===== config.mk =====
export PLATFORM = sky130hd
export DESIGN_NAME = swmm_cell
export DESIGN_NICKNAME = d
export VERILOG_FILES = /design/src/rtl/swmm_pkg.sv /design/src/rtl/swmm_cell.sv
export SDC_FILE = /design/constraint.sdc
export NUM_CORES = 1
export LEC_CHECK = 0
export ABC_AREA = 1
export BUFFER_PORTS_ARGS = -buffer_cell sky130_fd_sc_hd__buf_4
export CAP_MARGIN = 10
export CORE_MARGIN = 4
export CORE_UTILIZATION = 29
export CTS_CLUSTER_SIZE = 8
export DETAILED_ROUTE_END_ITERATION = 12
export HOLD_SLACK_MARGIN = 0.06
export MAX_ROUTING_LAYER = met4
export PLACE_DENSITY = 0.5
export SLEW_MARGIN = 25
export SYNTH_ARGS = -nofsm -noshare
export SYNTH_HDL_FRONTEND = slang
export SYNTH_SLANG_ARGS = --single-unit

===== constraint.sdc =====
create_clock -name clk_i -period 6.4 [get_ports clk_i]
set_clock_uncertainty 0.15 [all_clocks]
set_input_delay 0.64 -clock clk_i [delete_from_list [all_inputs] [get_ports clk_i]]
set_output_delay 0.64 -clock clk_i [all_outputs]
set_load 0.02 [all_outputs]

===== src/rtl/swmm_pkg.sv =====
// shared constants and types of the sliding window min/max block
`timescale 1ns / 1ps
`default_nettype none

package swmm_pkg;

  localparam int MAX_WINDOW_DEF  = 64;
  localparam int SAMPLE_BITS_DEF = 32;
  localparam int WS_W            = 7;

  // broadcast from the controller to every cell
  typedef struct packed {
    logic shift;
    logic launch;
    logic adv;
  } cell_ctrl_t;

endpackage

`default_nettype wire


===== src/rtl/swmm_cell.sv =====
// one cell of the window chain: a stored sample and a running min/max pair
`timescale 1ns / 1ps
`default_nettype none

module swmm_cell
  import swmm_pkg::*;
#(
  parameter int SAMPLE_BITS = SAMPLE_BITS_DEF
) (
  input  logic                          clk_i,
  input  cell_ctrl_t                    ctrl_i,
  input  logic                          start_i,
  input  logic signed [SAMPLE_BITS-1:0] sample_i,
  output logic signed [SAMPLE_BITS-1:0] sample_o,
  input  logic signed [SAMPLE_BITS-1:0] lo_i,
  input  logic signed [SAMPLE_BITS-1:0] hi_i,
  output logic signed [SAMPLE_BITS-1:0] lo_o,
  output logic signed [SAMPLE_BITS-1:0] hi_o
);

  logic signed [SAMPLE_BITS-1:0] sample_q;
  logic signed [SAMPLE_BITS-1:0] lo_q, lo_d;
  logic signed [SAMPLE_BITS-1:0] hi_q, hi_d;

  always_ff @(posedge clk_i) begin
    if (ctrl_i.shift) begin
      sample_q <= sample_i;
    end
  end

  always_comb begin
    lo_d = lo_q;
    hi_d = hi_q;
    priority if (start_i && ctrl_i.launch) begin
      // the oldest sample of the window seeds the pair
      lo_d = sample_q;
      hi_d = sample_q;
    end else if (ctrl_i.adv) begin
      lo_d = (sample_q < lo_i) ? sample_q : lo_i;
      hi_d = (sample_q > hi_i) ? sample_q : hi_i;
    end else begin
      lo_d = lo_q;
      hi_d = hi_q;
    end
  end

  always_ff @(posedge clk_i) begin
    lo_q <= lo_d;
    hi_q <= hi_d;
  end

  assign sample_o = sample_q;
  assign lo_o     = lo_q;
  assign hi_o     = hi_q;

endmodule

`default_nettype wire


* After elaboration in Yosys (flattened, before gate mapping)
Cells that the tools add are included.
** Word-level totals
- Bits in registers :: 96
- Bits of input ports :: 101
- Output and inout bits :: 96
- Logic and storage cells :: 13
** Cells by class
- $lt $le $gt $ge :: 2
- Mux-type cells :: 6
- Reductions and logical operators :: 2
** Operators by type and width (number)
- $mux W32 :: 6
- $gt A32 B32 Y1 :: 1
- $lt A32 B32 Y1 :: 1
- $reduce_bool A2 Y1 :: 1
- $logic_and A1 B1 Y1 :: 1

* Logic depth before layout (Yosys ltp)
Gate-level depths: netlist of the first run.
- Word-level depth :: 4
- Gate-level depth with buffers :: 20
- Depth with buffers taken out :: 19

* Least setup slack after synthesis of the first run
Ideal clock, no wire load.
- Kind :: input -> register
- Start point :: in start_i
- End point :: reg hi_q[0] (netlist: hi_o[0]) (enable)
- Library setup time :: 687 ps
- Arrival time :: 2587 ps
- Data required time :: 5563 ps
- Setup slack :: 2975 ps
- Cell stages on the path :: 4
- Buffers on the path :: 2
- Path through :: nand2_1 -> clkbuf_1 -> clkbuf_1 -> nand2_1
** Between the ends
- Longest elaborated chain between the ends :: 2
** RTL lines
- start: declaration :: RTL line swmm_cell.sv:12 : input logic start_i,
- $logic_and A1 B1 Y1 :: RTL line swmm_cell.sv:34 : priority if (start_i && ctrl_i.launch) begin
- $reduce_bool A2 Y1 (no line)
- end signal: assignment :: RTL line swmm_cell.sv:49 : hi_q <= hi_d;
- end: declaration :: RTL line swmm_cell.sv:23 : logic signed [SAMPLE_BITS-1:0] hi_q, hi_d;
Every way passes these cells.
A chain may end at the register's enable or synchronous reset.

* Worst setup path after layout of the first run
- Start point :: reg sample_q[5] (netlist: sample_o[5])
- End point :: reg lo_q[30] (netlist: lo_o[30]) (data pin)
** Between the ends
- Longest elaborated chain between the ends :: 4
** RTL lines
- start: declaration :: RTL line swmm_cell.sv:21 : logic signed [SAMPLE_BITS-1:0] sample_q;
- start signal: assignment :: RTL line swmm_cell.sv:27 : sample_q <= sample_i;
- $lt A32 B32 Y1 :: RTL line swmm_cell.sv:39 : lo_d = (sample_q < lo_i) ? sample_q : lo_i;
- $mux W32 :: RTL line swmm_cell.sv:39
- $mux W32 :: RTL line swmm_cell.sv:38 : end else if (ctrl_i.adv) begin
- $mux W32 :: RTL line swmm_cell.sv:34
- named net lo_d[30] :: RTL line swmm_cell.sv:22 : logic signed [SAMPLE_BITS-1:0] lo_q, lo_d;
- end signal: assignment :: RTL line swmm_cell.sv:48 : lo_q <= lo_d;
- end: declaration :: RTL line swmm_cell.sv:22
The timed path passes the listed nets, and every way through them passes these cells. The select of a mux whose other input is x is not followed.

==> results of run 1 <==
## synthesized netlist by cell type, drive strengths merged
library cell,n
nand2,192
edfxtp,96
inv,79
ha,63
nand3,41
nand4,39
a21oi,28
nor2,17
buf,15
clkbuf,7
o21ai,5
a21o,2
nand3b,2
nor3,2
nor4,1
o21a,1
## final cells by class
type / count / area [um2]
fill: 1959 / 11860
clock inverter: 5 / 48.80
sequential: 96 / 2883
multi-input combinational: 393 / 2466
tap: 265 / 331.6
timing repair buffer: 197 / 1479
clock buffer: 10 / 229.0
inverter: 79 / 296.5
## metrics by stage
| stage | std cells | total power, mW | util (%) | cell area [um2] | worst slack [ns] |
|---|---|---|---|---|---|
| global placement | 1030 | 1.485 | 38.06 | 7456 | 2.918 |
| floorplan | 590 | 1.245 | - | 5808 | 2.975 |
| CTS | 1045 | 2.042 | 39.48 | 7734 | 3.048 |
| detailed placement | 1030 | 1.495 | 38.06 | 7456 | 2.851 |
| finish | 1045 | 2.006 | 39.48 | 7734 | 3.110 |
| global route | 1045 | 2.123 | 39.48 | 7734 | 2.704 |
## logic make-up after synthesis
family	after synthesis	synth area share, %
adders and majority gates	63	13.57
DFF	96	49.63
AOI/OAI and AO/OA	36	3.231
and+or+nand+nor	294	25.48
buffers and inverters	101	8.078
## where the power goes
group	switching, mW	internal, mW	leakage, nW
Clock	0.239	0.298	0.140
Sequential	0.0545	0.805	0.962
Combinational	0.369	0.241	2.71
## flip-flops by register name (all words and copies together), names as in the netlist
signal / count
lo_o: 32
sample_o: 32
hi_o: 32
## placed cells by master, fill, tap and decap left out
| cell | n |
|---|---|
| buf_4 | 197 |
| nand2_1 | 125 |
| edfxtp_1 | 96 |
| inv_1 | 78 |
| nand2_2 | 64 |
| ha_1 | 63 |
| nand4_1 | 39 |
| nand3_1 | 39 |
| a21oi_1 | 28 |
| nor2_1 | 15 |
| clkbuf_16 | 9 |
| o21ai_0 | 3 |
| clkinv_2 | 3 |
| a21o_1 | 2 |
| o21ai_1 | 2 |
| nand3b_1 | 2 |
| nor2_2 | 2 |
| nand2_4 | 2 |
| inv_2 | 1 |
| nor3_1 | 1 |
| nor4_2 | 1 |
| nand3_2 | 1 |
| nand3_4 | 1 |
| nor3_2 | 1 |
| o21a_1 | 1 |
| nand2_8 | 1 |
| clkbuf_1 | 1 |
| bufinv_16 | 1 |
| clkinv_1 | 1 |
## worst register-to-register path: stages, from the launching register on
cell,delay (ns)
edfxtp_1,0.50
ha_1,0.36
a21oi_1,0.15
nor2_1,0.06
nor3_1,0.12
nand2_1,0.10
nand2_1,0.06
nand2_1,0.07
nand2_1,0.10
nand2_1,0.07
nand2_2,0.52
nand3_4,0.53
nand2_1,0.20
nand2_1,0.07
## layer usage
layer	track usage, %	share of wire, %
met1	20.03	44
met2	26.02	48
met3	2.241	4.8
met4	7.094	3.1
met5	-	0
## how the worst min path moves through the flow
stage / start / endpoint / slack, ns
global placement: sample_o[13] / hi_o[13] / 0.52
CTS: sample_i[11] / sample_o[11] / 0.29
finish: sample_i[11] / sample_o[11] / 0.31
floorplan: sample_o[0] / hi_o[0] / 0.56
global route: sample_i[23] / sample_o[23] / 0.30
detailed placement: sample_o[23] / hi_o[23] / 0.52
==> flow_summary.ini, run 1 <==
[timing]
rsz0062_at_grt = false
tightest_slew_ns = 0.9746
finalCriticalPeriod_ns = 3.290
slew_viol_final = 0
setup_violations = 0
hold_violations = 0
slew_headroom_pct = 35.03
setup_tns_ns = 0
whs_ns = 0.3099
fin_crit_sh_pct = 51.40
clock.fmax_mhz = 304.0

[placement]
port_buffers = 196
gp_congestion = 0.8055
dp.final_hpwl_um = 12780

[layout]
nets = 940
drive_above_1_share_pct = 36.41
area_growth_syn_to_layout_pct = 33.15
antenna_cells = 0

[worst_setup_path]
regToRegSetupSlack_ns = 3.11
endpoint = lo_o[30]
cp.buffers_inverters = 0
cp_num_cells = 13
critical-path-max-stage-delay_ns = 0.52
cp.arrival_ns = 3.24
r2r_start = sample_o[5]
startpoint_type = register
crit_top_cell = nand2_1
critPathCaptureType = register
cp-startpoint = sample_o[5]
cp_top_family = simple AND/OR/NAND/NOR gates
crit_slowest_cell = nand2_2
crit_fanout = 33
critPathRequiredTime_ns = 6.35
crit_type = reg -> reg
crit_chain = ha_1, a21oi_1, nor2_1, nor3_1, nand2_1, nand2_1, nand2_1, nand2_1, nand2_1, nand2_2, nand3_4, nand2_1, nand2_1
r2r-end = lo_o[30]
worstRegToRegCells = 13

[synth]
syn_area_per_cell_um2 = 9.844
synth_nets = 754
yosysSeqAreaShare_pct = 49.63
ys_seq_elements = 96
synth_top_area_cell = edfxtp_1
synth_area_leaders = edfxtp_1, ha_1, nand2_1, nand2_2, inv_1
synthCells = 590
syn_area_um2 = 5808
synth_top_area_share_pct = 49.63
yosysUniqueCellTypes = 28
synth_warnings = 0

[route]
post_drt_wl_per_cell_um = 16.73
drt-total-wl_um = 17490
drt_iter0_markers = 249
remaining_drc_errors = 0
via_per_inst = 4.533
ant_nets = 0
dr.pass1.iters = 4
vias = 4737

[cts]
cts_tree = yes
cts_root_buffer = clkbuf_16
clkTransAtPathRegs_ns = 0.07
post_cts_buffers = 0
htree_num_levels = 3
cts.sinks = 96
cts_buffers = 9
cts_resized = 0
postCtsHoldBufs = 0
clock_path_buffers = 2
clk_latency_ns = 0.35

[die]
initial_core_util_pct = 29.65
dieWidth_um = 149.5
coreArea_um2 = 19590
num_rows = 51
die-area_um2 = 22360
die_h_um = 149.5
io_pins = 197

[worst_hold_path]
hold_path_class = in -> reg
hold_depth = 1

[pwr]
powerDensity_nw_per_um2 = 259.4
p_leak_nw = 3.814
peakVddDrop_mv = 0.1214

[run_status]
status = completed

[global_route]
overflow = 0
track_usage_pct = 16.04
antenna_found_initial = 0
grt_pass1_wl_um = 26590
grt_max_degree = 65
grt_pass1_vias = 4840

[run]
cap_violations = 0
Power figures use the tool's default switching activity.
==> run 2, diff against run 1 <==
==> constraint.sdc (replaced) <==
create_clock -name clk_i -period 3.45 [get_ports clk_i]
set_clock_uncertainty 0.15 [all_clocks]
set_input_delay 0.345 -clock clk_i [delete_from_list [all_inputs] [get_ports clk_i]]
set_output_delay 0.345 -clock clk_i [all_outputs]
set_load 0.02 [all_outputs]
==> flow_summary.ini, run 2 (same netlist as run 1, synthesis figures left out) <==
[route]
via_per_inst = 4.591
vias = 4968
drt_iter0_markers = 236
ant_nets = 0
drt-total-wl_um = 17950
dr.pass1.iters = 4
remaining_drc_errors = 0
post_drt_wl_per_cell_um = 16.59

[cts]
clkTransAtPathRegs_ns = 0.07
cts_tree = yes
cts_root_buffer = clkbuf_16
clock_path_buffers = 2
cts.sinks = 96
cts_buffers = 9
clk_latency_ns = 0.35
htree_num_levels = 3
cts_resized = 0

[layout]
final_core_util_pct = 41.44
nets = 976
final_common_cell = buf_4
area_growth_syn_to_layout_pct = 39.79
antenna_cells = 0
drive_above_1_share_pct = 35.25
most-common-layout-cells = buf_4, nand2_1, edfxtp_1, inv_1, nand2_2

[timing]
setup_violations = 0
slew_viol_final = 0
tightest_slew_ns = 1.018
rsz0062_at_grt = false
hold_violations = 0
slew_headroom_pct = 32.12
clock.fmax_mhz = 339.7
fin_crit_sh_pct = 85.33
setup_tns_ns = 0
fin_ws_ns = 0.5061
whs_ns = 0.1612
finalCriticalPeriod_ns = 2.944

[worst_setup_path]
r2r_start = sample_o[19]
cp-startpoint = sample_o[19]
worstRegToRegCells = 13
r2r-end = hi_o[29]
crit_fanout = 32
endpoint = hi_o[29]
critPathRequiredTime_ns = 3.41
startpoint_type = register
regToRegSetupSlack_ns = 0.51
crit_type = reg -> reg
cp.arrival_ns = 2.90
critPathCaptureType = register

[die]
coreArea_um2 = 19590
dieWidth_um = 149.5
die-area_um2 = 22360
io_pins = 197
initial_core_util_pct = 29.65
die_h_um = 149.5
num_rows = 51

[pwr]
p_leak_nw = 3.974
powerDensity_nw_per_um2 = 476.9
total_power_mw = 3.872
peakVddDrop_mv = 0.2301

[global_route]
overflow = 0
grt_max_degree = 65
grt_pass1_wl_um = 27370
track_usage_pct = 16.42
antenna_found_initial = 0
grt_pass1_vias = 5097

[placement]
dp.final_hpwl_um = 13050
gp_congestion = 0.7893
port_buffers = 196
place_ws_ns = 0.4829

[run_status]
status = completed

[worst_hold_path]
hold_path_class = in -> reg

[run]
cap_violations = 0
run 2: cell count changes in the layout (fill, tap and decap cells not counted):
cell	previous run	this run
dlygate4sd3_1	0	32
buf_4	197	201
clkinv_2	3	0
bufinv_16	1	2
clkinv_1	1	2
clkinv_4	0	1
clkinvlp_4	0	1
run 2: report_power, final:
part	switching [mW]	total, mW	leakage [nW]	internal [mW]
clock network	0.469	1.10	0.148	0.633
registers	0.0996	1.59	0.962	1.49
logic	0.698	1.18	2.86	0.479
total	1.27	3.87	3.97	2.60
run 2: final cells by class:
| cell class | count | area (um2) |
|---|---|---|
| timing repair buffer | 233 | 1829 |
| sequential | 96 | 2883 |
| clock inverter | 6 | 83.83 |
| clock buffer | 10 | 229.0 |
| multi-input combinational | 393 | 2466 |
| tap | 265 | 331.6 |
| fill | 1919 | 11470 |
| inverter | 79 | 296.5 |
run 2: stage by stage:
| stage | area, um2 | instances |
|---|---|---|
| 6_report | 8119 | 1082 |
| 3_5_place_dp | 7486 | 1034 |
| 4_1_cts | 8119 | 1082 |
| 5_1_grt | 8119 | 1082 |
| 2_1_floorplan | 5808 | 590 |
| 3_3_place_gp | 7486 | 1034 |
run 2: layer usage:
metal	track usage, %	vias up	part of all wire, %
li1	-	2453	-
met1	20.10	2351	43
met2	27.42	141	50
met3	2.302	23	4.4
met4	6.682	0	2.6
met5	-	-	0
run 2: worst min path at each step:
stage            startpoint      endpoint  slack (ns)  depth (start not counted)
4_1_cts             hi_i[0]       hi_o[0]        0.15                          3
5_1_grt             hi_i[8]       hi_o[8]        0.17                          3
3_3_place_gp   sample_i[27]  sample_o[27]        0.37                          1
3_5_place_dp   sample_i[22]  sample_o[22]        0.37                          1
2_1_floorplan   sample_i[0]   sample_o[0]        0.29                          0
6_report           hi_i[31]      hi_o[31]        0.16                          3
run 2: timing repair:
item	in CTS	in global routing
buffers inserted	0	0
hold buffers	32	0
endpoints found under the hold margin	32	0
run 2: critical path, stage by stage, from the launching register on:
cell      delay [ns]
edfxtp_1        0.49
ha_1            0.36
a21oi_1         0.18
nand2_1         0.07
nand2_1         0.08
nand3_1         0.14
a21oi_1         0.24
nand2_1         0.08
nand2_1         0.07
nand2_2         0.06
nand2_4         0.23
nand2_8         0.30
nand2_2         0.14
nand2_2         0.06
