[src/rtl/swmm_pkg.sv]
// shared constants and types of the sliding window min/max block
`timescale 1ns / 1ps
`default_nettype none

package swmm_pkg;

  localparam int MAX_WINDOW_DEF  = 64;
  localparam int SAMPLE_BITS_DEF = 32;
  localparam int WS_W            = 7;

  // broadcast from the controller to every cell
  typedef struct packed {
    logic shift;
    logic launch;
    logic adv;
  } cell_ctrl_t;

endpackage

`default_nettype wire

[src/rtl/swmm_ctrl.sv]
// sequencer, stream counters, window register and output register
`timescale 1ns / 1ps
`default_nettype none

module swmm_ctrl
  import swmm_pkg::*;
#(
  parameter int MAX_WINDOW  = MAX_WINDOW_DEF,
  parameter int SAMPLE_BITS = SAMPLE_BITS_DEF,
  localparam int IDX_W      = (MAX_WINDOW > 1) ? $clog2(MAX_WINDOW) : 1,
  localparam int SEEN_W     = $clog2(MAX_WINDOW + 1)
) (
  input  logic                          clk_i,
  input  logic                          rst_ni,
  input  logic                          in_valid_i,
  input  logic                          in_last_i,
  output logic                          in_ready_o,
  input  logic                          cfg_we_i,
  input  logic [WS_W-1:0]               cfg_wdata_i,
  output cell_ctrl_t                    cell_ctrl_o,
  output logic [IDX_W-1:0]              tap_idx_o,
  input  logic signed [SAMPLE_BITS-1:0] head_lo_i,
  input  logic signed [SAMPLE_BITS-1:0] head_hi_i,
  output logic                          out_valid_o,
  input  logic                          out_ready_i,
  output logic signed [SAMPLE_BITS-1:0] out_lo_o,
  output logic signed [SAMPLE_BITS-1:0] out_hi_o
);

  localparam int CW = (WS_W > SEEN_W) ? WS_W : SEEN_W;

  logic [SEEN_W-1:0] seen_q, seen_d, seen_inc;
  logic [SEEN_W-1:0] wlen_q, wlen_d;
  logic [IDX_W-1:0]  cnt_q, cnt_d;
  logic              busy_q, busy_d;
  logic              launch_q, launch_d;
  logic              oval_q, oval_d;
  logic signed [SAMPLE_BITS-1:0] olo_q, ohi_q;
  logic [CW-1:0]     ws_ext;
  logic              acc, want, cap, adv;

  // clamp the written window length into 1..MAX_WINDOW
  always_comb begin
    ws_ext = CW'(cfg_wdata_i);
    wlen_d = wlen_q;
    if (cfg_we_i) begin
      priority if (ws_ext == '0) begin
        wlen_d = SEEN_W'(1);
      end else if (ws_ext > CW'(MAX_WINDOW)) begin
        wlen_d = SEEN_W'(MAX_WINDOW);
      end else begin
        wlen_d = SEEN_W'(ws_ext);
      end
    end
  end

  assign tap_idx_o = IDX_W'(wlen_q - SEEN_W'(1));

  assign seen_inc = (seen_q < SEEN_W'(MAX_WINDOW)) ? seen_q + SEEN_W'(1) : seen_q;
  assign want     = (seen_inc >= wlen_q);

  // the pair walks from the oldest cell down to cell zero
  assign adv = busy_q && !launch_q && (cnt_q != '0);
  assign cap = busy_q && !launch_q && (cnt_q == '0) && (!oval_q || out_ready_i);

  assign in_ready_o = !busy_q || cap;
  assign acc        = in_valid_i && in_ready_o;

  always_comb begin
    seen_d   = seen_q;
    busy_d   = busy_q;
    launch_d = 1'b0;
    cnt_d    = cnt_q;
    oval_d   = oval_q;
    if (acc) begin
      seen_d   = in_last_i ? '0 : seen_inc;
      busy_d   = want;
      launch_d = want;
    end else if (cap) begin
      busy_d = 1'b0;
    end
    if (launch_q) begin
      cnt_d = tap_idx_o;
    end else if (adv) begin
      cnt_d = cnt_q - IDX_W'(1);
    end
    if (cap) begin
      oval_d = 1'b1;
    end else if (out_ready_i) begin
      oval_d = 1'b0;
    end
  end

  always_ff @(posedge clk_i or negedge rst_ni) begin
    if (!rst_ni) begin
      seen_q   <= '0;
      wlen_q   <= SEEN_W'(1);
      busy_q   <= 1'b0;
      launch_q <= 1'b0;
      cnt_q    <= '0;
      oval_q   <= 1'b0;
    end else begin
      seen_q   <= seen_d;
      wlen_q   <= wlen_d;
      busy_q   <= busy_d;
      launch_q <= launch_d;
      cnt_q    <= cnt_d;
      oval_q   <= oval_d;
    end
  end

  always_ff @(posedge clk_i) begin
    if (cap) begin
      olo_q <= head_lo_i;
      ohi_q <= head_hi_i;
    end
  end

  assign cell_ctrl_o.shift  = acc;
  assign cell_ctrl_o.launch = launch_q;
  assign cell_ctrl_o.adv    = adv;

  assign out_valid_o = oval_q;
  assign out_lo_o    = olo_q;
  assign out_hi_o    = ohi_q;

endmodule

`default_nettype wire

[config.mk]
export PLATFORM = sky130hd
export DESIGN_NAME = swmm_ctrl
export DESIGN_NICKNAME = d
export VERILOG_FILES = /design/src/rtl/swmm_pkg.sv /design/src/rtl/swmm_ctrl.sv
export SDC_FILE = /design/constraint.sdc
export NUM_CORES = 1
export LEC_CHECK = 0
export BUFFER_PORTS_ARGS = -buffer_cell sky130_fd_sc_hd__buf_4
export CAP_MARGIN = 15
export CORE_UTILIZATION = 40
export DETAILED_ROUTE_END_ITERATION = 12
export PLACE_DENSITY = 0.79
export SYNTH_ARGS = -nofsm -noshare
export SYNTH_HDL_FRONTEND = slang
export SYNTH_SLANG_ARGS = --single-unit
[constraint.sdc]
create_clock -name clk_i -period 9.3 [get_ports clk_i]
set_input_delay 0.93 -clock clk_i [delete_from_list [all_inputs] [get_ports clk_i]]
set_output_delay 0.93 -clock clk_i [all_outputs]
set_load 0.005 [all_outputs]
Yosys cells after proc, flatten, opt, wreduce, memory -nomap -nowiden
Index checks and enable logic that the tools add are counted.
Storage, ports and cells
  output and inout port bits: 75
  register bits: 87
  input port bits: 77
  logic and storage cells: 41
Cells by class
  muxes and demuxes: 11
  reductions and logical operators: 16
  $lt $le $gt $ge: 3
  add/subtract/negate cells: 3
Operators by type and width (number)
  $mux W7: 4
  $mux W6: 2
  $sub A6 B1 Y6 const B: 2
  $add A7 B1 Y7 const B: 1
  $ge A7 B7 Y1: 1
  $gt A7 B7 Y1 const B: 1
  $logic_not A7 Y1: 1
  $lt A7 B7 Y1 const B: 1
  $logic_not A6 Y1: 1
  $reduce_bool A2 Y1: 3
  $reduce_bool A6 Y1: 1
  $logic_and A1 B1 Y1: 5
  $mux W1: 5
  $logic_not A1 Y1: 3
  $logic_or A1 B1 Y1: 2

Longest topological paths before layout
Gate-level depths: netlist of the first run.
  word-level depth: 7
  gate-level depth with buffers: 9
  gate-level depth less buffers: 8

Least setup slack after synthesis of the first run
No wires, ideal clock.
  kind: register -> register
  start point: register cnt_q[0]
  end point: register ohi_q[0], in the netlist out_hi_o[0] (enable)
  period minus slack after synthesis: 6.417 ns
  cell stages (with the launch flop): 7
  slack: 2.883 ns
  path buffers: 1
  library setup time: 0.565 ns
  data required time: 8.735 ns
  arrival time: 5.851 ns
  path through: dfrtp_1 -> inv_1 -> ha_1 -> or4b_4 -> or2_1 -> clkbuf_1 -> nor3_1
Between the ends
  word-level cells in the longest chain between the ends: 3
RTL lines
  from (decl): RTL line swmm_ctrl.sv:34  | logic [IDX_W-1:0] cnt_q, cnt_d;
  from (signal assigned): RTL line swmm_ctrl.sv:107  | cnt_q <= cnt_d;
  $logic_not A6 Y1: RTL line swmm_ctrl.sv:64  | assign cap = busy_q && !launch_q && (cnt_q == '0) && (!oval_q || out_ready_i);
  $logic_and A1 B1 Y1 (2 in a row): RTL line swmm_ctrl.sv:64
  named net cap: RTL line swmm_ctrl.sv:40  | logic acc, want, cap, adv;
  to (signal assigned): RTL line swmm_ctrl.sv:115  | ohi_q <= head_hi_i;
  to (decl): RTL line swmm_ctrl.sv:38  | logic signed [SAMPLE_BITS-1:0] olo_q, ohi_q;
The timed path passes the listed nets, and every way through them passes these cells.
A chain may end at the register's enable or synchronous reset.

==> results of run 1 <==
-- critical path, stage by stage (launching register included) --
cell and delay [ns]:
dfrtp_1 0.39, inv_1 0.11, ha_1 0.16, or4b_4 0.50, o41ai_4 0.58, nand2_4 0.17, inv_1 0.09, buf_4 0.10
-- cell type report --
type | instances | area share
clock buffer | 9 | 0.0253
clock inverter | 7 | 0.0225
inverter | 13 | 0.00995
multi-input combinational | 112 | 0.173
sequential | 87 | 0.510
tap | 105 | 0.0268
timing repair buffer | 152 | 0.233
-- kinds of logic after synthesis --
| logic type | Yosys count | share of synthesized area |
|---|---|---|
| AO/OA/AOI/OAI | 39 | 0.0813 |
| XOR/XNOR | 9 | 0.0230 |
| adder cells (fa/ha/maj) | 11 | 0.0401 |
| buffers and inverters | 21 | 0.0262 |
| flip-flops | 87 | 0.728 |
| multiplexers | 3 | 0.00911 |
| AND/OR/NAND/NOR | 50 | 0.0926 |
-- per-layer routing --
layer / vias to the layer above / global-route usage / wire length, um
met5: - / 0 / 0
met2: 101 / 0.290 / 3900
met4: 0 / 0.0467 / 60
met3: 6 / 0.0604 / 699
li1: 1128 / - / -
met1: 1123 / 0.196 / 3110
-- through the flow --
stage | worst slack (ns) | utilization | hold slack, ns
after floorplan | 2.88 | - | 0.493
after global placement | 6.36 | 0.565 | 0.537
after detailed placement | 6.30 | 0.565 | 0.534
after CTS | 5.92 | 0.594 | 0.445
after global routing | 5.80 | 0.594 | 0.458
final | 5.92 | 0.594 | 0.460
-- Yosys cell counts, types with 2 or more instances --
| cell type | n | area share |
|---|---|---|
| or2_2 | 2 | 0.0036 |
| a221o_1 | 2 | 0.0058 |
| nor3b_1 | 2 | 0.0044 |
| xnor2_1 | 6 | 0.015 |
| edfxtp_1 | 64 | 0.56 |
| xor2_1 | 3 | 0.0077 |
| and3_1 | 2 | 0.0036 |
| and4b_1 | 4 | 0.012 |
| nand2b_1 | 4 | 0.0073 |
| o21ai_0 | 12 | 0.017 |
| mux2i_1 | 2 | 0.0058 |
| a21oi_1 | 4 | 0.0058 |
| and2_1 | 4 | 0.0073 |
| ha_1 | 11 | 0.040 |
| a31oi_1 | 5 | 0.0091 |
| buf_4 | 3 | 0.0066 |
| clkbuf_1 | 4 | 0.0044 |
| nor2b_1 | 3 | 0.0055 |
| inv_1 | 13 | 0.014 |
| a21o_1 | 4 | 0.0087 |
| o2bb2ai_1 | 3 | 0.0077 |
| nor2_1 | 5 | 0.0055 |
| dfrtp_1 | 22 | 0.16 |
| nand4b_1 | 2 | 0.0051 |
| nor3_1 | 5 | 0.0073 |
| nand2_1 | 7 | 0.0077 |
| nand3b_1 | 5 | 0.011 |
-- power by group through the flow --
stage	Clock [uW]	Combinational (uW)	Sequential (uW)
finish	301	262	522
global route	323	294	528
CTS	307	266	521
detailed placement	0	265	530
global placement	0	257	527
floorplan	0	150	529
-- worst min-delay path by stage --
stage	startpoint	endpoint	slack [ns]	cells after the start
2_1_floorplan	seen_q[5]	seen_q[5]	0.49	1
6_report	rst_ni	seen_q[6]	0.46	1
5_1_grt	rst_ni	seen_q[6]	0.46	1
3_3_place_gp	seen_q[5]	seen_q[5]	0.54	1
4_1_cts	rst_ni	seen_q[6]	0.44	1
3_5_place_dp	wlen_q[6]	wlen_q[6]	0.53	2
-- flip-flops by register name, summed over array words and instances, names as in the netlist --
name         cells
out_hi_o        32
out_lo_o        32
seen_q           7
wlen_q           7
cnt_q            6
busy_q           1
launch_q         1
out_valid_o      1
==> qor.csv, run 1 <==
stage;metric;value;unit
critical_path;reg2reg_to;out_hi_o[9];
logic_synthesis;synth-edff-count;64;
critical_path;criticalPathCategory;reg -> out;
pwr;intPower;775;uW
grt;overflow;0;
routing;drc_errors;0;
critical_path;worstReg2RegStart;cnt_q[0];
routing;drt-wirelength-per-cell;16.0;um
job;cap_violations;0;
routing;vias;2358;
cells_and_area;register_area;2500;um2
cells_and_area;final_cells;485;
clock_tree;clk_pin_slew_worst_paths;0.09;ns
timing;rsz0062_at_grt;false;
clock_tree;cts_root_buffer;clkbuf_8;
grt;track_usage;0.168;
critical_path;crit_end;cell_ctrl_o[2];
pwr;p_per_area;221;nW/um2
clock_tree;cts-resized-gates;0;
pwr;pwr-share-seq;0.481;
critical_path;cp-start-kind;register;
floorplanning;die-area;8960;um2
critical_path;worstPathRequired;8.37;ns
placed_design;place_congestion;0.859;
timing;slew_violations;0;
timing;min_period;3.38;ns
pwr;p_leak;0.00213;uW
run_status;status;completed;
timing;hold_viol;0;
logic_synthesis;synthFlopType;edfxtp_1;
cells_and_area;mostFrequentLayoutCells;152 x buf_4, 64 x edfxtp_1, 22 x dfrtp_1, 13 x inv_1, 12 x o21ai_0;
pwr;p_clk_frac;0.277;
min_path;holdCritPathClass;in -> async;
cells_and_area;mostFrequentLayoutCell;buf_4;
grt;grt_pass1_vias;2243;
routing;wl;7.77;mm
clock_tree;cts_setup_buffers;0;
pwr;switchingPower;311;uW
critical_path;crit_arrival;2.45;ns
floorplanning;std_cell_rows;33;
routing;first_iter_violations;66;
grt;antenna_found_initial;0;
clock_tree;cts_sinks;87;
floorplanning;die_h;94.6;um
clock_tree;hold_buffers;0;
clock_tree;cts-htree-levels;3;
clock_tree;cts_tree;yes;
logic_synthesis;mappedNetlistArea;3430;um2
pwr;netSwitchingFraction;0.286;
cells_and_area;multi_input_area;850;um2
timing;final.period_utilization;0.363;
clock_tree;clockBufferDepth;2;
cells_and_area;fillers;667;
clock_tree;clk_latency;0.35;ns
routing;postRouteAntennaNets;0;
cells_and_area;syn_to_final_growth;42.8;%
critical_path;r2r_slack;6.53;ns
floorplanning;pin_count;152;
timing;fmax;296;MHz
cells_and_area;layout.nets;463;
floorplanning;initial_core_util;0.416;
placed_design;placed_cells;469;
critical_path;cp-startpoint;cnt_q[0];
logic_synthesis;async_flop_share;0.264;
logic_synthesis;ys_ff_latch;87;
placed_design;dpl.hpwl;5.94;mm
logic_synthesis;synth_seq_area_share;0.728;
timing;slew_headroom;0.474;
logic_synthesis;synth_nets;308;
logic_synthesis;postSynthCellCount;220;
routing;first_pass_iters;4;
timing;fin_worst_skew;0.0138;ns
timing;setup_tns;0;ns
timing;tightest_slew;0.789;ns
logic_synthesis;synth_area_per_cell;15.6;um2
cells_and_area;antenna_cells;0;
grt;grt_first_pass_wirelength;11.2;mm
clock_tree;numCtsBuffers;9;
grt;grt_max_degree;65;
critical_path;critPathMaxFanout;9;
floorplanning;core_area;8260;um2
pwr;power_frac_comb;0.242;
cells_and_area;finalInstanceArea;4900;um2
pwr;finalPower;1090;uW
critical_path;reg2regPathDepth;6;
timing;setup_violations;0;
logic_synthesis;ys_warn_count;0;
pwr;peakVddDrop;0.000120;V
critical_path;worstSetupEndpointType;output pin;
cells_and_area;drive_gt1_frac;0.468;
placed_design;io_buffers;151;
routing;via_per_inst;4.86;
floorplanning;die_x;94.6;um
logic_synthesis;synth_cell_types;44;
placed_design;post_dp_cell_area;4670;um2
No activity file was read; power rests on OpenSTA's default activity.
==> run 2, diff against run 1 <==
==> constraint.sdc (replaced) <==
create_clock -name clk_i -period 3.34 [get_ports clk_i]
set_input_delay 0.334 -clock clk_i [delete_from_list [all_inputs] [get_ports clk_i]]
set_output_delay 0.334 -clock clk_i [all_outputs]
set_load 0.005 [all_outputs]
==> qor.csv, run 2 (synthesis gave the netlist of run 1 again) <==
stage;metric;value;unit;change
run_status;status;completed;;unchanged
placed_design;io_buffers;151;;unchanged
grt;grt_max_degree;65;;unchanged
critical_path;reg2regPathDepth;8;;was 6
routing;drt-wirelength-per-cell;16.2;um;was 16.0 um
pwr;peakVddDrop;0.000362;V;was 0.000120 V
floorplanning;std_cell_rows;33;;unchanged
min_path;hp-start;head_hi_i[19];;
critical_path;path_buf_inv;3;;unchanged
cells_and_area;mostFrequentLayoutCells;151 x buf_4, 64 x edfxtp_1, 22 x dfrtp_1, 12 x inv_1, 12 x o21ai_0;;was 152 x buf_4, 64 x edfxtp_1, 22 x dfrtp_1, 13 x inv_1, 12 x o21ai_0
critical_path;crit_path_top_delay_cell;o41ai_4;;unchanged
grt;overflow;0;;unchanged
timing;final.period_utilization;0.827;;
placed_design;place_congestion;0.817;;was 0.859
placed_design;dpl.hpwl;6.02;mm;was 5.94 mm
routing;via_per_inst;4.92;;was 4.86
critical_path;worstPathCellList;inv_1 -> ha_1 -> or4b_4 -> o41ai_4 -> nand2_4 -> inv_1 -> buf_4;;unchanged
timing;hold_ws;0.146;ns;was 0.460 ns
pwr;p_leak;0.00213;uW;about the same
grt;track_usage;0.176;;was 0.168
grt;grt_pass1_vias;2230;;was 2243
cells_and_area;drive_gt1_frac;0.467;;was 0.468
floorplanning;core_area;8260;um2;unchanged
min_path;worstHoldEndpoint;out_hi_o[19];;
floorplanning;die-area;8960;um2;unchanged
pwr;p_per_area;613;nW/um2;was 221 nW/um2
timing;fin_worst_skew;0.0169;ns;was 0.0138 ns
timing;fmax;362;MHz;
critical_path;worst_path_largest_cell_delay;0.58;ns;about the same
clock_tree;clockBufferDepth;2;;unchanged
timing;min_period;2.76;ns;
clock_tree;cts_sinks;87;;unchanged
timing;setup_tns;0;ns;unchanged
cells_and_area;layout.nets;464;;was 463
timing;tightest_slew;0.590;ns;was 0.789 ns
clock_tree;cts_tree;yes;;unchanged
clock_tree;clk_latency;0.36;ns;was 0.35 ns
routing;postRouteAntennaNets;0;;unchanged
min_path;hold_depth;1;;
timing;hold_viol;0;;unchanged
routing;wl;7.87;mm;was 7.77 mm
floorplanning;pin_count;152;;unchanged
timing;slew_headroom;0.605;;was 0.474
critical_path;criticalPathCategory;reg -> out;;unchanged
clock_tree;cts-htree-levels;3;;unchanged
clock_tree;clk_pin_slew_worst_paths;0.10;ns;was 0.09 ns
grt;antenna_found_initial;0;;unchanged
timing;setup_violations;0;;unchanged
timing;slew_violations;0;;unchanged
critical_path;worstSetupEndpointType;output pin;;unchanged
grt;grt_first_pass_wirelength;11.4;mm;was 11.2 mm
clock_tree;numCtsBuffers;9;;unchanged
cells_and_area;antenna_cells;0;;unchanged
routing;first_iter_violations;78;;was 66
routing;first_pass_iters;5;;was 4
cells_and_area;syn_to_final_growth;43.3;%;was 42.8%
timing;rsz0062_at_grt;false;;unchanged
critical_path;cp-start-kind;register;;unchanged
cells_and_area;fillers;661;;was 667
critical_path;crit_arrival;2.43;ns;was 2.45 ns
routing;vias;2391;;was 2358
critical_path;worstReg2RegStart;seen_q[6];;was cnt_q[0]
critical_path;r2r_slack;0.84;ns;was 6.53 ns
min_path;holdCritPathClass;in -> reg;;was in -> async
clock_tree;cts_setup_buffers;0;;unchanged
critical_path;crit_family;simple AND/OR/NAND/NOR gates;;unchanged
floorplanning;die_x;94.6;um;unchanged
floorplanning;initial_core_util;0.416;;unchanged
critical_path;critPathMaxFanout;9;;unchanged
critical_path;path_common_cell;inv_1;;unchanged
routing;drc_errors;0;;unchanged
pwr;finalPower;3020;uW;was 1090 uW
cells_and_area;mostFrequentLayoutCell;buf_4;;unchanged
critical_path;reg2reg_to;busy_q;;was out_hi_o[9]
critical_path;worstPathRequired;3.01;ns;was 8.37 ns
job;cap_violations;0;;unchanged
floorplanning;die_h;94.6;um;unchanged
critical_path;cp-startpoint;cnt_q[1];;was cnt_q[0]
clock_tree;cts_root_buffer;clkbuf_8;;unchanged
[run 2: layout make-up]
class / instances / area, um2 / share of cell area
inverter: 13 / 48.8 / 0.00992
sequential: 87 / 2500 / 0.508
clock buffer: 9 / 124 / 0.0252
tap: 105 / 131 / 0.0267
multi-input combinational: 112 / 856 / 0.174
timing repair buffer: 153 / 1160 / 0.236
clock inverter: 7 / 98.8 / 0.0201
[run 2: layer usage]
| metal | part of all wire | GRT usage | wire length (um) | up-vias |
|---|---|---|---|---|
| met3 | 0.10 | 0.0749 | 787 | 6 |
| met1 | 0.38 | 0.204 | 3030 | 1143 |
| met5 | 0 | 0 | 0 | - |
| li1 | - | - | - | 1130 |
| met4 | 0.0094 | 0.0455 | 74 | 0 |
| met2 | 0.51 | 0.298 | 3980 | 112 |
[run 2: worst max-delay path by stage]
stage	to	slack [ns]	cells after the start
2_1_floorplan	out_hi_o[0]	-0.08	6
3_3_place_gp	busy_q	0.95	8
3_5_place_dp	busy_q	0.85	8
4_1_cts	cell_ctrl_o[2]	0.57	7
5_1_grt	cell_ctrl_o[2]	0.43	7
6_report	cell_ctrl_o[2]	0.58	7
[run 2: stage by stage]
step | instance area [um2] | worst slack (ns) | instances | utilization
after global routing | 4920 | 0.435 | 486 | 0.596
after CTS | 4920 | 0.571 | 486 | 0.596
after global placement | 4690 | 0.945 | 469 | 0.568
after detailed placement | 4690 | 0.848 | 469 | 0.568
final | 4920 | 0.579 | 486 | 0.596
after floorplan | 3450 | -0.0766 | 220 | -
[run 2: timing repair]
action / CTS / global route
hold endpoints to repair: 22 / 0
gates resized for setup: 0 / 0
hold buffers: 1 / 0
[run 2: report_power, final]
group	switching, uW	internal [uW]
registers	120	1340
logic	359	391
clock network	381	430
==> run 3, diff against run 2 <==
--- a/config.mk
+++ b/config.mk
@@ -9,7 +9,7 @@
 export CAP_MARGIN = 15
 export CORE_UTILIZATION = 40
 export DETAILED_ROUTE_END_ITERATION = 12
-export PLACE_DENSITY = 0.79
+export PLACE_DENSITY = 0.82
 export SYNTH_ARGS = -nofsm -noshare
 export SYNTH_HDL_FRONTEND = slang
 export SYNTH_SLANG_ARGS = --single-unit
==> constraint.sdc (replaced) <==
create_clock -name clk_i -period 2.3 [get_ports clk_i]
set_input_delay 0.23 -clock clk_i [delete_from_list [all_inputs] [get_ports clk_i]]
set_output_delay 0.23 -clock clk_i [all_outputs]
set_load 0.005 [all_outputs]
==> qor.csv, run 3 (synthesis gave the netlist of run 1 again) <==
stage;metric;value;unit;change
run_status;status;complete, but fails checks;;was completed
run_status;violations;negative setup slack;;
critical_path;worstPathRequired;2.37;ns;was 3.01 ns
critical_path;worst_path_largest_cell_delay;0.49;ns;was 0.58 ns
grt;grt_use_met3;0.0612;;was 0.0749
cells_and_area;mostFrequentLayoutCells;164 x buf_4, 64 x edfxtp_1, 21 x dfrtp_1, 11 x o21ai_0, 10 x inv_1;;was 151 x buf_4, 64 x edfxtp_1, 22 x dfrtp_1, 12 x inv_1, 12 x o21ai_0
clock_tree;clk_latency;0.35;ns;was 0.36 ns
critical_path;path_buf_inv;4;;was 3
timing;final.period_utilization;1.02;;
timing;setup_violations;43;;was 0
grt;grt-busiest-layer;met2;;unchanged
clock_tree;cts_sinks;87;;unchanged
clock_tree;clockBufferDepth;2;;unchanged
critical_path;worstReg2RegStart;cnt_q[0];;was seen_q[6]
pwr;p_per_area;879;nW/um2;was 613 nW/um2
critical_path;reg2reg_to;out_hi_o[28];;was busy_q
min_path;hold_depth;1;;unchanged
clock_tree;cts_root_buffer;clkbuf_8;;unchanged
floorplanning;die_x;94.6;um;unchanged
routing;via_per_inst;4.92;;about the same
timing;hold_ws;0.0421;ns;was 0.146 ns
cells_and_area;antenna_cells;0;;unchanged
pwr;p_leak;0.00230;uW;was 0.00213 uW
timing;slew_violations;0;;unchanged
timing;tightest_slew;0.500;ns;was 0.590 ns
timing;fin_worst_skew;0.0149;ns;was 0.0169 ns
critical_path;path_common_cell;buf_6;;was inv_1
min_path;worstHoldEndpoint;out_hi_o[23];;was out_hi_o[19]
critical_path;critPathMaxFanout;6;;was 9
clock_tree;clk_pin_slew_worst_paths;0.11;ns;was 0.10 ns
cells_and_area;syn_to_final_growth;54.3;%;was 43.3%
routing;first_pass_iters;4;;was 5
pwr;peakVddDrop;0.000521;V;was 0.000362 V
timing;min_period;2.35;ns;
critical_path;crit_family;simple AND/OR/NAND/NOR gates;;unchanged
routing;vias;2533;;was 2391
critical_path;criticalPathCategory;reg -> reg;;was reg -> out
cells_and_area;layout.nets;493;;was 464
critical_path;cp-start-kind;register;;unchanged
routing;drc_errors;0;;unchanged
floorplanning;die-area;8960;um2;unchanged
min_path;hp-start;head_hi_i[23];;was head_hi_i[19]
timing;rsz0062_at_grt;true;;was false
min_path;holdCritPathClass;in -> reg;;unchanged
job;cap_violations;0;;unchanged
timing;hold_viol;0;;unchanged
routing;first_iter_violations;104;;was 78
placed_design;io_buffers;151;;unchanged
floorplanning;die_h;94.6;um;unchanged
placed_design;dpl.hpwl;6.05;mm;was 6.02 mm
critical_path;r2r_slack;-0.05;ns;was 0.84 ns
grt;grt_first_pass_wirelength;12.0;mm;was 11.4 mm
cells_and_area;mostFrequentLayoutCell;buf_4;;unchanged
grt;grtUsageMet1;0.207;;was 0.204
floorplanning;std_cell_rows;33;;unchanged
routing;drt-wirelength-per-cell;17.3;um;was 16.2 um
cells_and_area;final_cells;515;;was 486
grt;antenna_found_initial;0;;unchanged
placed_design;placed_cells;473;;was 469
critical_path;crit_path_top_delay_cell;or4b_4;;was o41ai_4
floorplanning;pin_count;152;;unchanged
timing;fmax;426;MHz;
timing;slew_headroom;0.666;;was 0.605
floorplanning;initial_core_util;0.416;;unchanged
grt;grt_pass1_vias;2404;;was 2230
routing;wl;8.93;mm;was 7.87 mm
timing;layout_setup_ws;-0.0460;ns;was 0.579 ns
critical_path;reg2regPathDepth;8;;unchanged
timing;setup_tns;-1.21;ns;was 0 ns
critical_path;worstSetupEndpointType;register;;was output pin
placed_design;place_congestion;0.787;;was 0.817
clock_tree;numCtsBuffers;9;;unchanged
grt;track_usage;0.181;;was 0.176
cells_and_area;drive_gt1_frac;0.527;;was 0.467
grt;grt_util_met2;0.325;;was 0.298
grt;overflow;0;;unchanged
grt;grt_max_degree;47;;was 65
clock_tree;cts_tree;yes;;unchanged
routing;postRouteAntennaNets;0;;unchanged
critical_path;worstPathCellList;inv_2 -> ha_4 -> or4b_4 -> or2_4 -> buf_6 -> nor3_4 -> buf_6 -> clkbuf_16;;was inv_1 -> ha_1 -> or4b_4 -> o41ai_4 -> nand2_4 -> inv_1 -> buf_4
critical_path;crit_arrival;2.41;ns;was 2.43 ns
clock_tree;cts-htree-levels;3;;unchanged
placed_design;place_ws;0.0336;ns;was 0.848 ns
floorplanning;core_area;8260;um2;unchanged
run 3: area by class of cell:
type / instances / area, um2
Inverter: 13 / 48.8
Multi-Input combinational cell: 112 / 895
Clock inverter: 7 / 75.1
Clock buffer: 9 / 124
Fill cell: 607 / 2960
Sequential cell: 87 / 2500
Timing Repair Buffer: 182 / 1520
Tap cell: 105 / 131
run 3: worst reg2reg max path: cells and delay by family, from the launching register on:
| kind | cells | cell delay, ns |
|---|---|---|
| AND/OR/NAND/NOR | 3 | 0.96 |
| buffers and inverters | 4 | 0.58 |
| flip-flops | 1 | 0.40 |
| adder cells (fa/ha/maj) | 1 | 0.13 |
run 3: report_power, final:
group	switching [uW]	internal (uW)	total, uW
Combinational	642	870	1510
Clock	604	428	1030
Sequential	174	1940	2110
Total	1420	3240	4660
run 3: repair_timing:
action                                  CTS  global route
pin swaps                                 3             3
gates cloned                              0             8
setup buffers                             9             8
hold buffers                              1             0
endpoints found under the setup margin    3            69
resized for setup                         9            11
endpoints found under the hold margin    22             0
run 3: per-layer routing:
metal  wire length (um)  vias to the layer above
met4                 89                        0
met3                760                       11
met2               4640                      124
met1               3440                     1201
li1                   -                     1197
met5                  0                        -
run 3: through the flow:
| step | power (uW) | util | cell area, um2 |
|---|---|---|---|
| 6_report | 4660 | 0.641 | 5300 |
| 5_1_grt | 4910 | 0.641 | 5300 |
| 4_1_cts | 4440 | 0.610 | 5040 |
| 3_5_place_dp | 3260 | 0.573 | 4730 |
| 3_3_place_gp | 3220 | 0.573 | 4730 |
| 2_1_floorplan | 2750 | - | 3480 |
run 3: how the worst max path moves through the flow:
stage                          from              to  slack (ns)  cells past startpoint
after global placement    seen_q[0]          busy_q        0.12                      8
after CTS                  cnt_q[1]  cell_ctrl_o[0]       -0.03                      7
after floorplan            cnt_q[0]     out_hi_o[0]       -1.12                      6
after global routing       cnt_q[0]    out_lo_o[27]       -0.12                      8
final                      cnt_q[0]    out_hi_o[28]       -0.05                      8
after detailed placement  seen_q[0]          busy_q        0.03                      8
